==> src/hdl/k_group_reverse_reorder_assert.svh <==
// ----------------------------------------------------------------------------
// k_group_reverse_reorder assertion macros
// Concurrent check wrappers, empty when SYNTH is defined.
// ----------------------------------------------------------------------------
`ifndef K_GROUP_REVERSE_REORDER_ASSERT_SVH
`define K_GROUP_REVERSE_REORDER_ASSERT_SVH
`ifndef SYNTH
`define KGRR_ASSERT_IMP(lbl, ante, cons) \
	lbl: assert property (@(posedge clk) disable iff (!arst_n) (ante) |-> (cons)) \
		else $error("kgrr assertion failed");
`define KGRR_ASSERT_NXT(lbl, ante, cons) \
	lbl: assert property (@(posedge clk) disable iff (!arst_n) (ante) |=> (cons)) \
		else $error("kgrr assertion failed");
`else
`define KGRR_ASSERT_IMP(lbl, ante, cons)
`define KGRR_ASSERT_NXT(lbl, ante, cons)
`endif
`endif

==> src/hdl/kgrr_pkg.sv <==
// ----------------------------------------------------------------------------
// kgrr_pkg
// Shared widths, defaults and the chain shift control type.
// ----------------------------------------------------------------------------
package kgrr_pkg;

	localparam int VALUE_W       = 32;
	localparam int GSIZE_W       = 5;
	localparam int MAX_GROUP_DEF = 16;

	// shift control for the row of cells
	typedef struct packed {
		logic push;	// shift towards higher index, new value into cell 0
		logic pop;	// shift towards lower index, cell 0 leaves
	} kgrr_shift_t;

endpackage

==> src/hdl/k_group_reverse_reorder.sv <==
// ----------------------------------------------------------------------------
// k_group_reverse_reorder
// Reverses a value stream in groups of group_size values; an incomplete final group keeps its order.
// ----------------------------------------------------------------------------
// Input channel (value, list_end, in_valid/in_stall) takes one element per
// transfer. Each element is pushed into a row of cells. When held plus new
// values reach group_size, the group drains newest first; when list_end
// arrives with an incomplete group, it drains in arrival order.
// Output channel (out_value, run_last, end_of_list, out_valid/out_stall)
// gives one result per transfer from an output register.
// A draining element's input transfer sets state_q; its first result is
// then loaded into the output register. A group drains one value per
// cycle while the receiver does not stall, from cell 0 when reversed and
// through the tap in arrival order; in_stall is high during the drain.
// Elements that only fill the row leave in_stall low.
// Config (cfg_data, cfg_valid/cfg_ready) is always ready; write it idle.
// Reset clears the held count and sets group_size to 1. A stalled receiver
// holds the output register and pauses the drain.
// ----------------------------------------------------------------------------
`include "k_group_reverse_reorder_assert.svh"

module k_group_reverse_reorder
	import kgrr_pkg::*;
#(
	parameter int MAX_GROUP = MAX_GROUP_DEF
) (
	input  logic                      clk,
	input  logic                      arst_n,
	input  logic signed [VALUE_W-1:0] value,
	input  logic                      list_end,
	input  logic                      in_valid,
	output logic                      in_stall,
	output logic signed [VALUE_W-1:0] out_value,
	output logic                      run_last,
	output logic                      end_of_list,
	output logic                      out_valid,
	input  logic                      out_stall,
	input  logic [GSIZE_W-1:0]        cfg_data,
	input  logic                      cfg_valid,
	output logic                      cfg_ready
);

	localparam int CW = $clog2(MAX_GROUP + 1);
	localparam int IW = (MAX_GROUP > 1) ? $clog2(MAX_GROUP) : 1;

	typedef enum logic [1:0] {
		ST_IDLE,
		ST_REV,
		ST_FWD
	} state_t;

	state_t                    state_q;
	logic [CW-1:0]             cnt_q;
	logic                      end_q;
	logic [GSIZE_W-1:0]        gsize_q;
	logic                      out_valid_q;
	logic signed [VALUE_W-1:0] out_value_q;
	logic                      run_last_q;
	logic                      end_of_list_q;

	logic                      in_xfer;
	logic                      out_free;
	logic                      drain_go;
	logic [CW-1:0]             total;
	logic [CW-1:0]             eff_g;
	logic [CW-1:0]             cnt_m1;
	kgrr_shift_t               shift;
	logic signed [VALUE_W-1:0] head;
	logic signed [VALUE_W-1:0] tap;

	// zero means pass-through, oversize saturates
	always_comb begin
		if (gsize_q == '0) begin
			eff_g = CW'(1);
		end else if (32'(gsize_q) > MAX_GROUP) begin
			eff_g = CW'(MAX_GROUP);
		end else begin
			eff_g = CW'(gsize_q);
		end
	end

	assign in_stall  = (state_q != ST_IDLE);
	assign in_xfer   = in_valid && !in_stall;
	assign out_free  = !out_valid_q || !out_stall;
	assign drain_go  = (state_q != ST_IDLE) && out_free;
	assign total     = cnt_q + CW'(1);
	assign cnt_m1    = cnt_q - CW'(1);
	assign cfg_ready = 1'b1;

	assign shift.push = in_xfer;
	assign shift.pop  = drain_go && (state_q == ST_REV);

	kgrr_chain #(
		.MAX_GROUP (MAX_GROUP),
		.IW        (IW)
	) u_chain (
		.clk        (clk),
		.shift      (shift),
		.push_value (value),
		.rd_idx     (cnt_m1[IW-1:0]),
		.head       (head),
		.tap        (tap)
	);

	always_ff @(posedge clk or negedge arst_n) begin
		if (!arst_n) begin
			gsize_q <= GSIZE_W'(1);
		end else if (cfg_valid && cfg_ready) begin
			gsize_q <= cfg_data;
		end
	end

	always_ff @(posedge clk or negedge arst_n) begin
		if (!arst_n) begin
			state_q     <= ST_IDLE;
			cnt_q       <= '0;
			end_q       <= 1'b0;
			out_valid_q <= 1'b0;
		end else begin
			unique case (state_q)
				ST_IDLE: begin
					if (in_xfer) begin
						cnt_q <= total;
						end_q <= list_end;
						if (total >= eff_g) begin
							state_q <= ST_REV;
						end else if (list_end) begin
							state_q <= ST_FWD;
						end
					end
				end
				ST_REV, ST_FWD: begin
					if (drain_go) begin
						cnt_q <= cnt_m1;
						if (cnt_q == CW'(1)) begin
							state_q <= ST_IDLE;
						end
					end
				end
				default: state_q <= ST_IDLE;
			endcase

			if (drain_go) begin
				out_valid_q <= 1'b1;
			end else if (!out_stall) begin
				out_valid_q <= 1'b0;
			end
		end
	end

	// result payload, loaded on each drain step
	always_ff @(posedge clk) begin
		if (drain_go) begin
			out_value_q   <= (state_q == ST_REV) ? head : tap;
			run_last_q    <= (cnt_q == CW'(1));
			end_of_list_q <= (cnt_q == CW'(1)) && end_q;
		end
	end

	assign out_valid   = out_valid_q;
	assign out_value   = out_value_q;
	assign run_last    = run_last_q;
	assign end_of_list = end_of_list_q;

	`KGRR_ASSERT_IMP(a_drain_cnt, state_q != ST_IDLE, cnt_q != '0)
	`KGRR_ASSERT_IMP(a_idle_cnt, state_q == ST_IDLE, 32'(cnt_q) < MAX_GROUP)
	`KGRR_ASSERT_IMP(a_end_last, out_valid_q && end_of_list_q, run_last_q)
	`KGRR_ASSERT_NXT(a_group_rev, in_xfer && (total >= eff_g), state_q == ST_REV)

endmodule

==> src/hdl/kgrr_cell.sv <==
// ----------------------------------------------------------------------------
// kgrr_cell
// One storage cell of the value chain; loads from either neighbour.
// ----------------------------------------------------------------------------
module kgrr_cell
	import kgrr_pkg::*;
(
	input  logic                      clk,
	input  kgrr_shift_t               shift,
	input  logic signed [VALUE_W-1:0] up_in,
	input  logic signed [VALUE_W-1:0] dn_in,
	output logic signed [VALUE_W-1:0] q
);

	logic signed [VALUE_W-1:0] val_q;

	// push and pop never coincide; neither means hold
	always_ff @(posedge clk) begin
		if (shift.push) begin
			val_q <= up_in;
		end else if (shift.pop) begin
			val_q <= dn_in;
		end
	end

	assign q = val_q;

endmodule

==> src/hdl/kgrr_chain.sv <==
// ----------------------------------------------------------------------------
// kgrr_chain
// Row of cells: newest value at cell 0, older values further up the row.
// ----------------------------------------------------------------------------
module kgrr_chain
	import kgrr_pkg::*;
#(
	parameter int MAX_GROUP = MAX_GROUP_DEF,
	parameter int IW        = (MAX_GROUP > 1) ? $clog2(MAX_GROUP) : 1
) (
	input  logic                      clk,
	input  kgrr_shift_t               shift,
	input  logic signed [VALUE_W-1:0] push_value,
	input  logic [IW-1:0]             rd_idx,
	output logic signed [VALUE_W-1:0] head,
	output logic signed [VALUE_W-1:0] tap
);

	logic signed [VALUE_W-1:0] cq [MAX_GROUP];

	for (genvar i = 0; i < MAX_GROUP; i++) begin : g_cell
		logic signed [VALUE_W-1:0] up_w;
		logic signed [VALUE_W-1:0] dn_w;

		if (i == 0) begin : g_first
			assign up_w = push_value;
		end else begin : g_mid
			assign up_w = cq[i-1];
		end

		if (i == MAX_GROUP - 1) begin : g_last
			assign dn_w = cq[i];
		end else begin : g_inner
			assign dn_w = cq[i+1];
		end

		kgrr_cell u_cell (
			.clk   (clk),
			.shift (shift),
			.up_in (up_w),
			.dn_in (dn_w),
			.q     (cq[i])
		);
	end

	assign head = cq[0];
	assign tap  = cq[rd_idx];

endmodule
==> config.mk <==
export PLATFORM = sky130hd
export DESIGN_NAME = k_group_reverse_reorder
export DESIGN_NICKNAME = d
export VERILOG_FILES = /design/src/hdl/kgrr_pkg.sv /design/src/hdl/k_group_reverse_reorder.sv /design/src/hdl/kgrr_cell.sv /design/src/hdl/kgrr_chain.sv
export VERILOG_INCLUDE_DIRS = /design/src /design/src/hdl
export SDC_FILE = /design/constraint.sdc
export NUM_CORES = 1
export LEC_CHECK = 0
export BUFFER_PORTS_ARGS = -buffer_cell sky130_fd_sc_hd__buf_2
export CAP_MARGIN = 40
export CORE_AREA = 4 4 240 242
export CTS_CLUSTER_SIZE = 20
export DETAILED_ROUTE_END_ITERATION = 8
export DIE_AREA = 0 0 244 246
export PLACE_DENSITY_LB_ADDON = 0.1
export SYNTH_ARGS = -nofsm -noshare
export SYNTH_HDL_FRONTEND = slang
export SYNTH_SLANG_ARGS = --single-unit
==> constraint.sdc <==
create_clock -name clk -period 12.8 [get_ports clk]
set_input_delay 1.28 -clock clk [delete_from_list [all_inputs] [get_ports clk]]
set_output_delay 1.28 -clock clk [all_outputs]
set_load 0.05 [all_outputs]
Word-level counts from Yosys, hierarchy flattened
Cells that the tools add are included.
Widths: inputs -> output; s select.
{"block": "word_totals", "regBits": 560, "inputBits": 43, "out_inout_bits": 37, "elab_cells": 102}
{"block": "op_classes", "addsub": 2, "n_lt_le_gt_ge": 3, "eq_ne": 8, "muxes": 47, "bitwise": 1, "reduce_logical": 17}
{"cell": "$mux 32", "n": 33}
{"cell": "$bmux 32 s4", "n": 1}
{"cell": "$mux 5", "n": 4}
{"cell": "$mux 2", "n": 5}
{"cell": "$pmux 5 s2", "n": 1}
{"cell": "$ne 2x2->1 const B", "n": 3}
{"cell": "$reduce_bool 2->1", "n": 3}
{"cell": "$add 5x1->5 const B", "n": 1}
{"cell": "$eq 5x1->1 const B", "n": 1}
{"cell": "$ge 5x5->1", "n": 1}
{"cell": "$ge 5x5->1 const B", "n": 1}
{"cell": "$gt 5x5->1 const B", "n": 1}
{"cell": "$logic_not 5->1", "n": 1}
{"cell": "$not 4->5", "n": 1}
{"cell": "$sub 5x1->5 const B", "n": 1}
{"cell": "$logic_and 1x1->1", "n": 4}
{"cell": "$pmux 2 s2", "n": 1}
{"cell": "$reduce_and 4->1", "n": 1}
{"cell": "$logic_not 1->1", "n": 3}
{"cell": "$ne 3x3->1 const B", "n": 1}
{"cell": "$reduce_and 3->1", "n": 1}
{"cell": "$eq 2x1->1 const B", "n": 1}
{"cell": "$eq 2x2->1 const B", "n": 1}
{"cell": "$logic_not 2->1", "n": 1}
{"cell": "other kinds (5)", "n": 6}

Logic depth before layout (Yosys ltp)
{"block": "logic_depth", "depth_word": 7, "ltp_mapped": 12, "mapped_depth_nobuf": 9}

Hierarchy
A second synthesis with hierarchy kept.
{"block": "hier_totals", "cells_unflattened": 1544, "area_unflattened_um2": 30214.0}
{"mod": "kgrr_cell", "n_inst": 16, "cells_each": 69, "area_each_um2": 1507.7, "seq_area_each_um2": 960.9}
{"mod": "kgrr_chain", "n_inst": 1, "cells_each": 271, "area_each_um2": 3728.6, "seq_area_each_um2": 0.0}
{"mod": "k_group_reverse_reorder", "n_inst": 1, "cells_each": 169, "area_each_um2": 2362.3, "seq_area_each_um2": 1372.6}

Worst setup path after synthesis
OpenSTA, ideal clock, no wires.
{"block": "synth_timing", "path_type": "input -> register", "from": "input out_stall", "to": "register u_chain.g_cell[0].u_cell.val_q[0] (enable)", "setup_ns": 0.867, "t_arrival_ns": 13.328, "t_required_ns": 11.933, "slack_ns": -1.395, "cell_stages": 3, "n_path_buf": 0, "cell_sequence": "a21oi_1 -> nand2_1 -> nand2_1"}
{"block": "synth_between", "elab_chain_cells": 5}
{"element": "start: declaration", "line_no": "k_group_reverse_reorder.sv:37", "source": "input logic out_stall,"}
{"element": "$logic_not 1->1"}
{"element": "$logic_or 1x1->1", "line_no": "k_group_reverse_reorder.sv:84", "source": "assign out_free = !out_valid_q || !out_stall;"}
{"element": "$logic_and 1x1->1", "line_no": "k_group_reverse_reorder.sv:85", "source": "assign drain_go = (state_q != ST_IDLE) && out_free;"}
{"element": "$logic_and 1x1->1", "line_no": "k_group_reverse_reorder.sv:91", "source": "assign shift.pop = drain_go && (state_q == ST_REV);"}
{"element": "$reduce_bool 2->1 (no source line)"}
{"element": "end signal: assignment", "line_no": "kgrr_cell.sv:20", "source": "val_q <= up_in;"}
{"element": "end signal: assignment", "line_no": "kgrr_cell.sv:22", "source": "val_q <= dn_in;"}
{"element": "end: declaration", "line_no": "kgrr_cell.sv:15", "source": "logic signed [VALUE_W-1:0] val_q;"}
No other way between the ends.
A chain may end at the register's enable or synchronous reset.

Worst setup path in the final report
{"block": "layout_timing", "from": "register cnt_q[0]", "to": "register out_value_q[16], in the netlist out_value[16], data pin"}
{"block": "layout_between", "elab_chain_cells": 6}
{"element": "start: declaration", "line_no": "k_group_reverse_reorder.sv:53", "source": "logic [CW-1:0] cnt_q;"}
{"element": "start signal: assignment", "line_no": "k_group_reverse_reorder.sv:123", "source": "cnt_q <= total;"}
{"element": "start signal: assignment", "line_no": "k_group_reverse_reorder.sv:134", "source": "cnt_q <= cnt_m1;"}
{"element": "$sub 5x1->5", "line_no": "k_group_reverse_reorder.sv:87", "source": "assign cnt_m1 = cnt_q - CW'(1);"}
{"element": "$not 4->5 (implied by the code)", "line_no": "kgrr_chain.sv:47", "source": "assign tap = cq[rd_idx];"}
{"element": "$bmux 32 s4", "line_no": "kgrr_chain.sv:47"}
{"element": "$mux 32 (implied by the code) (2 in a row)", "line_no": "kgrr_chain.sv:47"}
{"element": "$mux 32", "line_no": "k_group_reverse_reorder.sv:154", "source": "out_value_q <= (state_q == ST_REV) ? head : tap;"}
{"element": "end signal: assignment", "line_no": "k_group_reverse_reorder.sv:154"}
{"element": "end: declaration", "line_no": "k_group_reverse_reorder.sv:57", "source": "logic signed [VALUE_W-1:0] out_value_q;"}
No other way between the ends. The select of a mux whose other input is x is not followed.

==> reports/results.tsv <==
stage	metric	value	unit
status	outcome	finished clean	
detailed_routing	Vias	18606	
min_path	Hold Path End	u_chain.g_cell[15].u_cell.q[10]$_DFFE_PP_	
clock_network	Post CTS Setup Buffer Count	0	
yosys	synthesized net count	2618	
yosys	share of the synthesized area in the top cell type	0.597	
floorplan	Die H	246	um
global_route	gr ovfl total	0	
timing	setup_tns	0	ps
min_path	HP Class	flop to flop	
clock_network	CTS buffer count	66	
clock_network	clock slew at reported path FFs	60	ps
detailed_routing	drt first-iter violations	1989	
setup_path	reg-to-reg startpoint	cnt_q[0]$_DFFE_PN0P_	
setup_path	critical path capture point type	flop	
job	Max-cap violations	0	
setup_path	reg-to-reg endpoint	out_value[16]$_DFFE_PP_	
setup_path	Reg2Reg Depth	8	
yosys	Synth Cell Area	27500	um2
floorplan	Initial Utilization	0.498	
yosys	Post-synth EDFFs	546	
detailed_routing	ANT nets after route	0	
finish	layout net count	2631	
yosys	cell accounting for the most synthesized area	edfxtp_1	
setup_path	CP arrival	4080	ps
pwr	Leak Pwr	12.6	nW
timing	FMAX	263	MHz
pwr	total power draw	0.00971	W
min_path	Worst Hold Launch	u_chain.g_cell[14].u_cell.q[10]$_DFFE_PP_	
floorplan	row cnt	86	
yosys	Syn Inst Count	2565	
timing	final worst setup slack	8990	ps
timing	Final Cycle Share	0.297	
timing	RSZ-0062 raised after global routing	false	
global_route	first-pass GRT wire length	99800	um
yosys	async set-reset flop share out of synthesis	0.0250	
setup_path	reg2reg setup slack	8990	ps
timing	clock skew	16.3	ps
yosys	synthesis-stage register bit count	560	
yosys	ys flop type	edfxtp_1	
finish	multi-input logic area	9850	um2
placed_design	RePlAce Congestion	0.748	
yosys	YS warnings	0	
timing	slew margin rel.	0.291	
yosys	Synth cell types	41	
setup_path	Critical Path Start	cnt_q[0]$_DFFE_PN0P_	
detailed_routing	vias per inst	5.52	
finish	filler cell count	4836	
clock_network	number of hold-repair buffers added at the cts stage	0	
yosys	register area share after synthesis	0.610	
timing	# setup viols final	0	
finish	layout cells sized above 1	0.128	
global_route	initial antenna violation count	2	
clock_network	CTS tree	yes	
floorplan	I/O Pins	80	
floorplan	Die W	244	um
pwr	Cell Pwr Density	318	nW/um2
floorplan	Core Area	55100	um2
detailed_routing	DR pass1 iterations	5	
finish	Syn-to-layout area delta	11.1	%
clock_network	CTS H-Tree Depth	3	
detailed_routing	Routed WL	62300	um
timing	min cycle time layout	3810	ps
detailed_routing	drt drc	0	
global_route	gr usage total	0.207	
min_path	Hold Path Depth	0	
floorplan	Die Footprint	60000	um2
timing	actual slew at the worst max-slew pin	1060	ps
global_route	vias in the first global route	17929	
setup_path	critical path required time	13070	ps
timing	Slew Viols, Final	0	
setup_path	startpoint types	flop	
placed_design	PortBufs	78	
placed_design	DP Wirelength	34800	um
clock_network	Max Buffers Root-to-Sink	3	
clock_network	root buf cell	clkbuf_16	
global_route	maximum number of pins on one net before global-route repair	229	
placed_design	Place WS	8410	ps
finish	# diodes	0	
yosys	top cells by area, synth	edfxtp_1 (60%), nand2_1 (21%), mux4_2 (10%), dfrtp_1 (1.2%), a32o_1 (1.2%)	
clock_network	worst-skew pair later-pin latency	590	ps
clock_network	clk sink count	560	
clock_network	# resized after CTS	0	
yosys	syn avg cell area	10.7	um2
pwr	Peak supply drop	0.285	mV
setup_path	Worst Setup Path Type	flop to flop	
detailed_routing	drt wl/cell	18.5	um
setup_path	crit path max fanout	40	
finish	register area	16800	um2
timing	final hold vios	0	
## worst max path at each step
stage / cells past startpoint / to / slack, ps
final: 8 / out_value[16]$_DFFE_PP_ / 8990
after global routing: 9 / state_q[0]$_DFFE_PN0P_ / 8700
after CTS: 8 / out_value[16]$_DFFE_PP_ / 8920
after detailed placement: 6 / u_chain.g_cell[14].u_cell.q[19]$_DFFE_PP_ / 8410
after global placement: 5 / u_chain.g_cell[2].u_cell.q[19]$_DFFE_PP_ / 7750
after floorplan: 3 / u_chain.g_cell[0].u_cell.q[0]$_DFFE_PP_ / 3170
## state kept, by name (all words and copies together) (netlist names)
signal and count:
state_q 2, u_chain.g_cell.u_cell.q 512, out_valid 1, end_q 1, cnt_q 5, gsize_q 5, out_value 32, end_of_list 1
run_last 1
## routing by layer
layer | vias up | track usage | routed length [um]
met5 | - | 0 | 0
met4 | 0 | 0.0525 | 1050
met3 | 82 | 0.0266 | 3250
met2 | 511 | 0.319 | 28400
met1 | 9231 | 0.316 | 29600
li1 | 8782 | - | -
## kinds of logic (layout without fill, tap and decap cells)
family / Yosys count / after routing / share of synthesized area
xor+xnor: 10 / 10 / 0.00374
buf+inv: 200 / 257 / 0.0342
flops: 560 / 560 / 0.610
mux: 133 / 133 / 0.107
simple gates: 1539 / 1539 / 0.212
other cells: 1 / 1 / 0.000137
fa+ha+maj: 10 / 10 / 0.00456
compound gates: 112 / 112 / 0.0286
## synthesized netlist by cell type, types with 13 or more instances
master    number
a31oi_1       34
a32o_1        32
buf_1         13
buf_2         45
clkbuf_1      82
dfrtp_1       13
edfxtp_1     546
inv_1         38
mux4_2       128
nand2_1     1520
o21ai_0       34
## final cells by class
class / instances / share of cell area
timing repair buffer: 106 / 0.0246
inverter: 39 / 0.00505
tap: 748 / 0.0307
clock buffer: 90 / 0.0609
sequential: 560 / 0.549
multi-input combinational: 1805 / 0.323
clock inverter: 22 / 0.00660
## worst max-delay path, stage by stage (launching register included)
cell and delay (ps):
dfrtp_4 850, inv_1 170, ha_4 750, buf_4 520, buf_12 290, mux4_2 540, nand2_1 80, a32o_1 190
a31oi_1 60
## per-stage QoR
stage | hold slack, ps | area (um2) | instances | util
after floorplan | 442 | 27500 | 2565 | -
after global placement | 457 | 28300 | 3252 | 0.513
after detailed placement | 462 | 28400 | 3258 | 0.516
after CTS | 477 | 30500 | 3370 | 0.554
after global routing | 497 | 30500 | 3370 | 0.554
final | 481 | 30500 | 3370 | 0.554
## power breakdown
group / total [W] / switching [W] / internal (W)
Combinational: 0.00390 / 0.00238 / 0.00152
Clock: 0.00182 / 0.000728 / 0.00109
Sequential: 0.00399 / 0.000635 / 0.00336
Total: 0.00971 / 0.00374 / 0.00596
## layout by cell type, fill, tap and decap left out, drive strengths merged, types with 2 or more instances in the layout
cell    count
nand2    1520
edfxtp    546
mux4      128
buf       106
clkbuf     90
inv        40
o21ai      35
a31oi      34
a32o       32
clkinv     17
dfrtp      13
ha         10
nor2        8
xnor2       5
xor2        5
a21oi       5
mux2        4
bufinv      4
nand3       3
nor3        3
o22a        2
No activity file was read; power rests on OpenSTA's default activity.
